--- src/hdl/vic_pkg.sv ---
// ----------------------------------------------------------------------------
// vic_pkg
// Shared types, codes and sizes for the VLAN ingress classifier.
// ----------------------------------------------------------------------------
package vic_pkg;

  localparam int ENTRY_COUNT = 16;
  localparam int PORT_COUNT  = 16;

  localparam int IDX_W  = 4;
  localparam int PORT_W = 4;
  localparam int TAG_W  = 16;
  localparam int MODE_W = 2;
  localparam int OP_W   = 2;
  localparam int ST_W   = 2;

  localparam logic [TAG_W-1:0] TPID_8021Q = 16'h8100;

  // operation codes
  localparam logic [OP_W-1:0] OP_CLASSIFY = 2'd0;
  localparam logic [OP_W-1:0] OP_WRITE    = 2'd1;
  localparam logic [OP_W-1:0] OP_READ     = 2'd2;

  // entry modes
  localparam logic [MODE_W-1:0] MODE_DISABLED  = 2'd0;
  localparam logic [MODE_W-1:0] MODE_MATCH_TAG = 2'd1;
  localparam logic [MODE_W-1:0] MODE_UNTAGGED  = 2'd2;
  localparam logic [MODE_W-1:0] MODE_CATCH_ALL = 2'd3;

  // result status codes
  localparam logic [ST_W-1:0] ST_DELIVERED = 2'd0;
  localparam logic [ST_W-1:0] ST_DROPPED   = 2'd1;
  localparam logic [ST_W-1:0] ST_WRITTEN   = 2'd2;
  localparam logic [ST_W-1:0] ST_READ      = 2'd3;

  // One word in flight along the cell chain, with its running search state.
  typedef struct packed {
    logic              valid;
    logic [OP_W-1:0]   op;
    logic [PORT_W-1:0] rx_port;
    logic              port_ok;
    logic              is_tagged;
    logic [TAG_W-1:0]  tci;
    logic [IDX_W-1:0]  idx;
    logic [MODE_W-1:0] emode;
    logic [PORT_W-1:0] eport;
    logic [TAG_W-1:0]  etag;
    logic              hit;
    logic [IDX_W-1:0]  hit_idx;
    logic              have_other;
    logic [IDX_W-1:0]  other_idx;
    logic [MODE_W-1:0] rd_mode;
    logic [PORT_W-1:0] rd_port;
    logic [TAG_W-1:0]  rd_tag;
  } vic_tok_t;

endpackage

--- src/hdl/vic_cell.sv ---
// ----------------------------------------------------------------------------
// vic_cell
// One table entry plus one chain stage: match, write or read the entry as a
// word passes, then hand the word to the next lower entry.
// ----------------------------------------------------------------------------
module vic_cell (
  input  logic                    clk,
  input  logic                    rst_n,
  input  logic                    adv,
  input  logic [vic_pkg::IDX_W-1:0] cell_idx,
  input  vic_pkg::vic_tok_t       tok_in,
  output vic_pkg::vic_tok_t       tok_out
);
  import vic_pkg::*;

  logic [MODE_W-1:0] mode_r, mode_nxt;
  logic [PORT_W-1:0] port_r, port_nxt;
  logic [TAG_W-1:0]  tag_r,  tag_nxt;
  vic_tok_t          tok_r,  tok_nxt;

  logic sel;
  logic on_port;
  logic match;

  always_comb begin
    sel     = tok_in.valid && (tok_in.idx == cell_idx);
    on_port = tok_in.port_ok && (mode_r != MODE_DISABLED) && (port_r == tok_in.rx_port);
    match   = on_port &&
              (((mode_r == MODE_MATCH_TAG) && tok_in.is_tagged && (tag_r == tok_in.tci)) ||
               ((mode_r == MODE_UNTAGGED) && !tok_in.is_tagged));

    mode_nxt = mode_r;
    port_nxt = port_r;
    tag_nxt  = tag_r;
    tok_nxt  = tok_in;

    case (tok_in.op)
      OP_CLASSIFY: begin
        if (!tok_in.hit) begin
          if (match) begin
            tok_nxt.hit     = 1'b1;
            tok_nxt.hit_idx = cell_idx;
          end else if (on_port && (mode_r == MODE_CATCH_ALL)) begin
            // lower entries come later, so the last one seen wins
            tok_nxt.have_other = 1'b1;
            tok_nxt.other_idx  = cell_idx;
          end
        end
      end
      OP_WRITE: begin
        if (sel) begin
          mode_nxt = tok_in.emode;
          port_nxt = tok_in.eport;
          tag_nxt  = tok_in.etag;
        end
      end
      OP_READ: begin
        if (sel) begin
          tok_nxt.rd_mode = mode_r;
          tok_nxt.rd_port = port_r;
          tok_nxt.rd_tag  = tag_r;
        end
      end
      default: begin
      end
    endcase
  end

  always_ff @(posedge clk) begin
    if (!rst_n) begin
      mode_r <= MODE_DISABLED;
      port_r <= '0;
      tag_r  <= '0;
      tok_r  <= '0;
    end else if (adv) begin
      mode_r <= mode_nxt;
      port_r <= port_nxt;
      tag_r  <= tag_nxt;
      tok_r  <= tok_nxt;
    end
  end

  assign tok_out = tok_r;

endmodule

--- src/hdl/vlan_ingress_classifier.sv ---
// ----------------------------------------------------------------------------
// vlan_ingress_classifier
// 802.1Q receive-side tag classifier built as a chain of table-entry cells.
// ----------------------------------------------------------------------------
// Usage:
//   Input stream (in_*): one word per request. in_tuser carries the operation
//   (classify a frame header, write an entry, read an entry); in_tdata carries
//   the header bytes 12..15, the receiving port and the entry fields.
//   Output stream (out_*): exactly one word per request, in request order.
//   out_tuser carries the status, out_tdata the index, tag and entry fields.
//   Each request walks the cell chain from the highest entry down to entry 0,
//   one cell at a time, then passes the output register before out_tvalid.
//   Requests are pipelined: a new word is accepted every cycle unless the
//   output stalls; the chain length does not limit the rate.
//   Writes and reads take effect as the word passes its entry's cell, so
//   every request sees the table exactly as left by all earlier requests.
//   Reset: synchronous, active low; clears every entry to disabled, port 0,
//   tag 0 and empties the chain. No clearing pass is needed.
//   Stall: when out_tvalid is high and out_tready low, the whole chain
//   freezes and in_tready drops; nothing is lost or repeated.
// ----------------------------------------------------------------------------
module vlan_ingress_classifier (
  input  logic        clk,
  input  logic        rst_n,
  input  logic        in_tvalid,
  output logic        in_tready,
  // [1:0] operation
  input  logic [1:0]  in_tuser,
  // [3:0] rx_port, [19:4] frame_ethertype, [35:20] frame_tci,
  // [39:36] entry_index, [41:40] entry_mode, [45:42] entry_port,
  // [61:46] entry_tag, [63:62] zero
  input  logic [63:0] in_tdata,
  output logic        out_tvalid,
  input  logic        out_tready,
  // [1:0] status
  output logic [1:0]  out_tuser,
  // [3:0] vlan_index, [4] tag_stripped, [20:5] found_tag,
  // [22:21] read_mode, [26:23] read_port, [31:27] zero
  output logic [31:0] out_tdata
);
  import vic_pkg::*;

  logic     adv;
  vic_tok_t head;
  vic_tok_t chain [ENTRY_COUNT+1];

  logic              out_valid_r;
  logic [ST_W-1:0]   status_r,   status_nxt;
  logic [IDX_W-1:0]  vidx_r,     vidx_nxt;
  logic              strip_r,    strip_nxt;
  logic [TAG_W-1:0]  ftag_r,     ftag_nxt;
  logic [MODE_W-1:0] rmode_r,    rmode_nxt;
  logic [PORT_W-1:0] rport_r,    rport_nxt;

  vic_tok_t tail;

  // advance the whole chain whenever the output register can take a word
  assign adv       = !out_valid_r || out_tready;
  assign in_tready = adv;

  // unpack the request and seed the search state
  always_comb begin
    head            = '0;
    head.valid      = in_tvalid;
    head.op         = in_tuser;
    head.rx_port    = in_tdata[3:0];
    head.port_ok    = (32'(in_tdata[3:0]) < PORT_COUNT);
    head.is_tagged  = (in_tdata[19:4] == TPID_8021Q);
    head.tci        = in_tdata[35:20];
    head.idx        = in_tdata[39:36];
    head.emode      = in_tdata[41:40];
    head.eport      = in_tdata[45:42];
    head.etag       = in_tdata[61:46];
  end

  assign chain[0] = head;

  // cell k holds entry ENTRY_COUNT-1-k: highest entry first
  for (genvar k = 0; k < ENTRY_COUNT; k++) begin : g_cell
    localparam logic [IDX_W-1:0] CELL_IDX = IDX_W'(ENTRY_COUNT - 1 - k);
    vic_cell u_cell (
      .clk      (clk),
      .rst_n    (rst_n),
      .adv      (adv),
      .cell_idx (CELL_IDX),
      .tok_in   (chain[k]),
      .tok_out  (chain[k+1])
    );
  end

  assign tail = chain[ENTRY_COUNT];

  // form the result from the word leaving entry 0
  always_comb begin
    status_nxt = ST_DROPPED;
    vidx_nxt   = '0;
    strip_nxt  = 1'b0;
    ftag_nxt   = '0;
    rmode_nxt  = '0;
    rport_nxt  = '0;
    case (tail.op)
      OP_CLASSIFY: begin
        strip_nxt = tail.is_tagged;
        ftag_nxt  = tail.is_tagged ? tail.tci : '0;
        if (tail.hit) begin
          status_nxt = ST_DELIVERED;
          vidx_nxt   = tail.hit_idx;
        end else if (tail.have_other) begin
          // fall back to the lowest catch-all entry on the port
          status_nxt = ST_DELIVERED;
          vidx_nxt   = tail.other_idx;
        end
      end
      OP_WRITE: begin
        status_nxt = ST_WRITTEN;
        vidx_nxt   = tail.idx;
      end
      OP_READ: begin
        status_nxt = ST_READ;
        vidx_nxt   = tail.idx;
        ftag_nxt   = tail.rd_tag;
        rmode_nxt  = tail.rd_mode;
        rport_nxt  = tail.rd_port;
      end
      default: begin
        // unknown operation: answer dropped with all fields zero
      end
    endcase
  end

  always_ff @(posedge clk) begin
    if (!rst_n) begin
      out_valid_r <= 1'b0;
    end else if (adv) begin
      out_valid_r <= tail.valid;
    end
  end

  // hold the payload while the receiver stalls
  always_ff @(posedge clk) begin
    if (adv) begin
      status_r <= status_nxt;
      vidx_r   <= vidx_nxt;
      strip_r  <= strip_nxt;
      ftag_r   <= ftag_nxt;
      rmode_r  <= rmode_nxt;
      rport_r  <= rport_nxt;
    end
  end

  assign out_tvalid = out_valid_r;
  assign out_tuser  = status_r;
  assign out_tdata  = {5'b0, rport_r, rmode_r, ftag_r, strip_r, vidx_r};

endmodule

--- config.mk ---
export PLATFORM = sky130hd
export DESIGN_NAME = vlan_ingress_classifier
export DESIGN_NICKNAME = d
export VERILOG_FILES = /design/src/hdl/vic_pkg.sv /design/src/hdl/vic_cell.sv /design/src/hdl/vlan_ingress_classifier.sv
export SDC_FILE = /design/constraint.sdc
export NUM_CORES = 2
export LEC_CHECK = 0
export BUFFER_PORTS_ARGS = -buffer_cell sky130_fd_sc_hd__buf_2
export CAP_MARGIN = 20
export CORE_MARGIN = 2
export CORE_UTILIZATION = 30
export CTS_CLUSTER_DIAMETER = 30
export DETAILED_ROUTE_END_ITERATION = 10
export GPL_TIMING_DRIVEN = 0
export HOLD_SLACK_MARGIN = 0.08
export MAX_ROUTING_LAYER = met4
export PLACE_DENSITY = 0.4
export SYNTH_ARGS = -nofsm -noshare
export SYNTH_HDL_FRONTEND = slang
export SYNTH_SLANG_ARGS = --single-unit
--- constraint.sdc ---
create_clock -name clk -period 3.5 [get_ports clk]
set_clock_uncertainty 0.2 [all_clocks]
set_input_delay 0.175 -clock clk [delete_from_list [all_inputs] [get_ports clk]]
set_output_delay 0.175 -clock clk [all_outputs]
set_load 0.02 [all_outputs]
==> impl_results.md <==
- Setup TNS: -0.0147 ns
- # clock sinks: 1659
- DP HPWL: 248 mm
- Post-DR wirelength/cell: 27.8 um
- Slew Limit Fails: 0
- Worst-margin pin slew: 1.32 ns
- Minimum clock period after layout: 3.51 ns
- Drt first pass iters: 7
- Filler instances: 21610
- Register bit total from synthesis: 1659
- Crit Path Class: flip-flop to flip-flop
- Area of the multi-input gates: 29300 um^2
- Count leader, synth: nand2_1
- I/O pin cnt: 106
- Share of cells above drive strength 1: 0.127
- DIE AREA: 220000 um^2
- FMAX: 0.285 GHz
- Leakage: 36.0 nW
- First-pass GRT wire length: 433 mm
- Critical path's most frequent cell: clkbuf_1
- Total CTS buffers: 458
- Antenna Violating Nets Remaining: 0
- Routability congestion estimate: 0.961
- Post-synth top area share: 0.502
- CTS tree: yes
- Cell variety after synth: 71
- Root buffer cell: clkbuf_16
- Nets: 8132
- Global route total overflow: 0
- VDD IR max: 0.534 mV
- PD cells: 733 nW/um^2
- CP endpoint kind: flip-flop
- Post-synth EDFFs: 29
- Htree depth: 5
- Area grow syn2layout: 34.1%
- Number of vias per cell: 5.12
- Final setup viols: 1
- Starting Density: 0.302
- Die X: 469 um
- Largest net degree at the start of global routing: 24
- Status: complete, but fails checks
- Port Buffers: 97
- Final WL: 314 mm
- Number of max-cap violations: 0
- Top post-synthesis cells by area: dfxtp_1, mux2i_1, nand2_1
- Slowest CP cell: clkbuf_1
- Site Rows: 170
- Final hold vios: 0
- Max transition margin: 0.109
- Clk pin slew, worst setup/hold paths: 0.04 ns
- Final worst setup slack: -0.0147 ns
- Synth Flop Type: dfxtp_1
- Clk buf depth: 4
- Syn Inst Count: 7341
- Mapped cell area: 65000 um^2
- DRC violations left: 0
- Fin crit share: 1.00
- Mean area per synthesized cell: 8.85 um^2
- Die Span Y: 469 um
- Yosys warning count: 0
- Worst skew pair latency: 0.98 ns
- Critical Path RT: 4.06 ns
- CP bufs+invs: 5
- CP cell instances: nor2b_4, inv_1, clkbuf_1, buf_4, clkbuf_1, clkbuf_1, a211oi_1
- Register Area: 33500 um^2
- RSZ-0062 raised after global routing: no
- Crit path largest cell delay: 0.87 ns
- Initial DRC Count: 5206
- Initial antenna violation count: 28
- Via count: 57793
- Seq/Total Area, Yosys: 0.516
- Failing checks: negative setup slack
- Worst Setup Start Kind: flip-flop
- WHS: 0.248 ns
- Ys async rst share: 0
- HP Class: flip-flop to flip-flop
- Pwr Total: 0.0638 W
- Vias in the first global route: 55929
- Synth area leader: dfxtp_1
- Worst EP arrival: 4.08 ns
- Core box area: 215000 um^2
- Crit-path max FO: 10
- Commonest cells in the netlist: nand2_1, dfxtp_1, a21oi_1, nor2_1, mux2i_1
- Top Family by Delay on Critical Path: buffers and inverters
- Gr usage total: 0.285
-- flip-flops by register name (all words and copies together) (netlist names) --
| name | cells |
|---|---|
| vidx_r | 4 |
| g_cell.u_cell.mode_r | 32 |
| strip_r | 1 |
| g_cell.u_cell.tok_out | 1277 |
| out_tvalid | 1 |
| ftag_r | 16 |
| out_tuser | 2 |
| g_cell.u_cell.tag_r | 256 |
| rmode_r | 2 |
| rport_r | 4 |
| g_cell.u_cell.port_r | 64 |
-- kinds of logic after synthesis --
kind of cell | after synthesis | share of synthesized area
AND/OR/NAND/NOR | 2718 | 0.170
buffers and inverters | 561 | 0.0337
multiplexers | 682 | 0.105
other | 1 | 0.0000577
AO/OA/AOI/OAI | 1397 | 0.132
flip-flops | 1659 | 0.516
adder cells (fa/ha/maj) | 3 | 0.000578
XOR/XNOR | 320 | 0.0431
-- layer usage --
| metal | global-route usage | vias to the layer above | share of wire | wire length (um) |
|---|---|---|---|---|
| met5 | - | - | 0 | 0 |
| met4 | 0.0750 | 0 | 0.024 | 7510 |
| met3 | 0.0502 | 416 | 0.065 | 20500 |
| met2 | 0.428 | 1943 | 0.44 | 138000 |
| met1 | 0.392 | 28766 | 0.47 | 148000 |
| li1 | - | 26668 | - | - |
-- path summary, 6_finish.rpt --
| kind | start | depth (start not counted) | to | slack [ns] |
|---|---|---|---|---|
| setup / recovery | out_tvalid | 7 | g_cell[10].u_cell.tok_out[16] | -0.01 |
| hold / removal | g_cell[9].u_cell.tok_out[29] | 2 | g_cell[10].u_cell.tok_out[29] | 0.25 |
| setup reg to reg | out_tvalid | 7 | g_cell[10].u_cell.tok_out[16] | -0.01 |
| hold reg to reg | g_cell[9].u_cell.tok_out[29] | 2 | g_cell[10].u_cell.tok_out[29] | 0.25 |
-- worst reg2reg max path, cell delays in order (launching register included) --
cell	delay, ns
dfxtp_1	0.30
nor2b_4	0.17
inv_1	0.28
clkbuf_1	0.41
buf_4	0.47
clkbuf_1	0.43
clkbuf_1	0.88
a211oi_1	0.20
-- placed cells by master, fill, tap and decap left out, types with 23 or more instances in the layout --
| cell | instances |
|---|---|
| clkbuf_1 | 477 |
| buf_2 | 136 |
| dlygate4sd3_1 | 110 |
| o21ai_0 | 49 |
| o221a_2 | 34 |
| clkbuf_16 | 464 |
| clkbuf_8 | 89 |
| clkinv_2 | 95 |
| bufinv_16 | 74 |
| buf_1 | 34 |
| edfxtp_1 | 29 |
| mux2i_1 | 682 |
| inv_1 | 23 |
| nor4_1 | 41 |
| a211oi_1 | 338 |
| a21oi_1 | 819 |
| nor2_1 | 787 |
| nor3_1 | 46 |
| xnor2_1 | 137 |
| dfxtp_1 | 1630 |
| nand4_1 | 38 |
| buf_8 | 27 |
| clkbuf_2 | 37 |
| nand2_1 | 1650 |
| a22oi_1 | 47 |
| xor2_1 | 183 |
| nand3_1 | 29 |
-- power breakdown --
part	internal [W]	switching, W
registers	0.0191	0.000137
logic	0.000282	0.000721
clock network	0.0311	0.0124
total	0.0505	0.0133
-- repair_timing --
item / in CTS / in global routing
hold endpoints to repair: 162 / 0
resized for setup: 35 / 8
endpoints found under the setup margin: 1117 / 24
hold buffers: 110 / 0
buffers inserted: 0 / 0
-- per-stage QoR --
step / setup WS (ns) / utilization / instances / cell area (um^2)
2_1_floorplan: 0.562 / - / 7345 / 65000
3_3_place_gp: -3.83 / 0.321 / 10280 / 69000
3_5_place_dp: -1.31 / 0.324 / 10323 / 69800
4_1_cts: 0.00445 / 0.405 / 11260 / 87100
5_1_grt: 0.00163 / 0.405 / 11267 / 87100
6_report: -0.0147 / 0.405 / 11277 / 87100
-- cell type report --
class / count / share of cell area
inverter: 23 / 0.000991
tap: 2838 / 0.0408
timing repair buffer: 254 / 0.0265
sequential: 1659 / 0.385
clock inverter: 208 / 0.0350
antenna: 13 / 0.000373
multi-input combinational: 5125 / 0.337
buffer: 538 / 0.0251
clock buffer: 619 / 0.150
(Power assumes the default switching activity.)
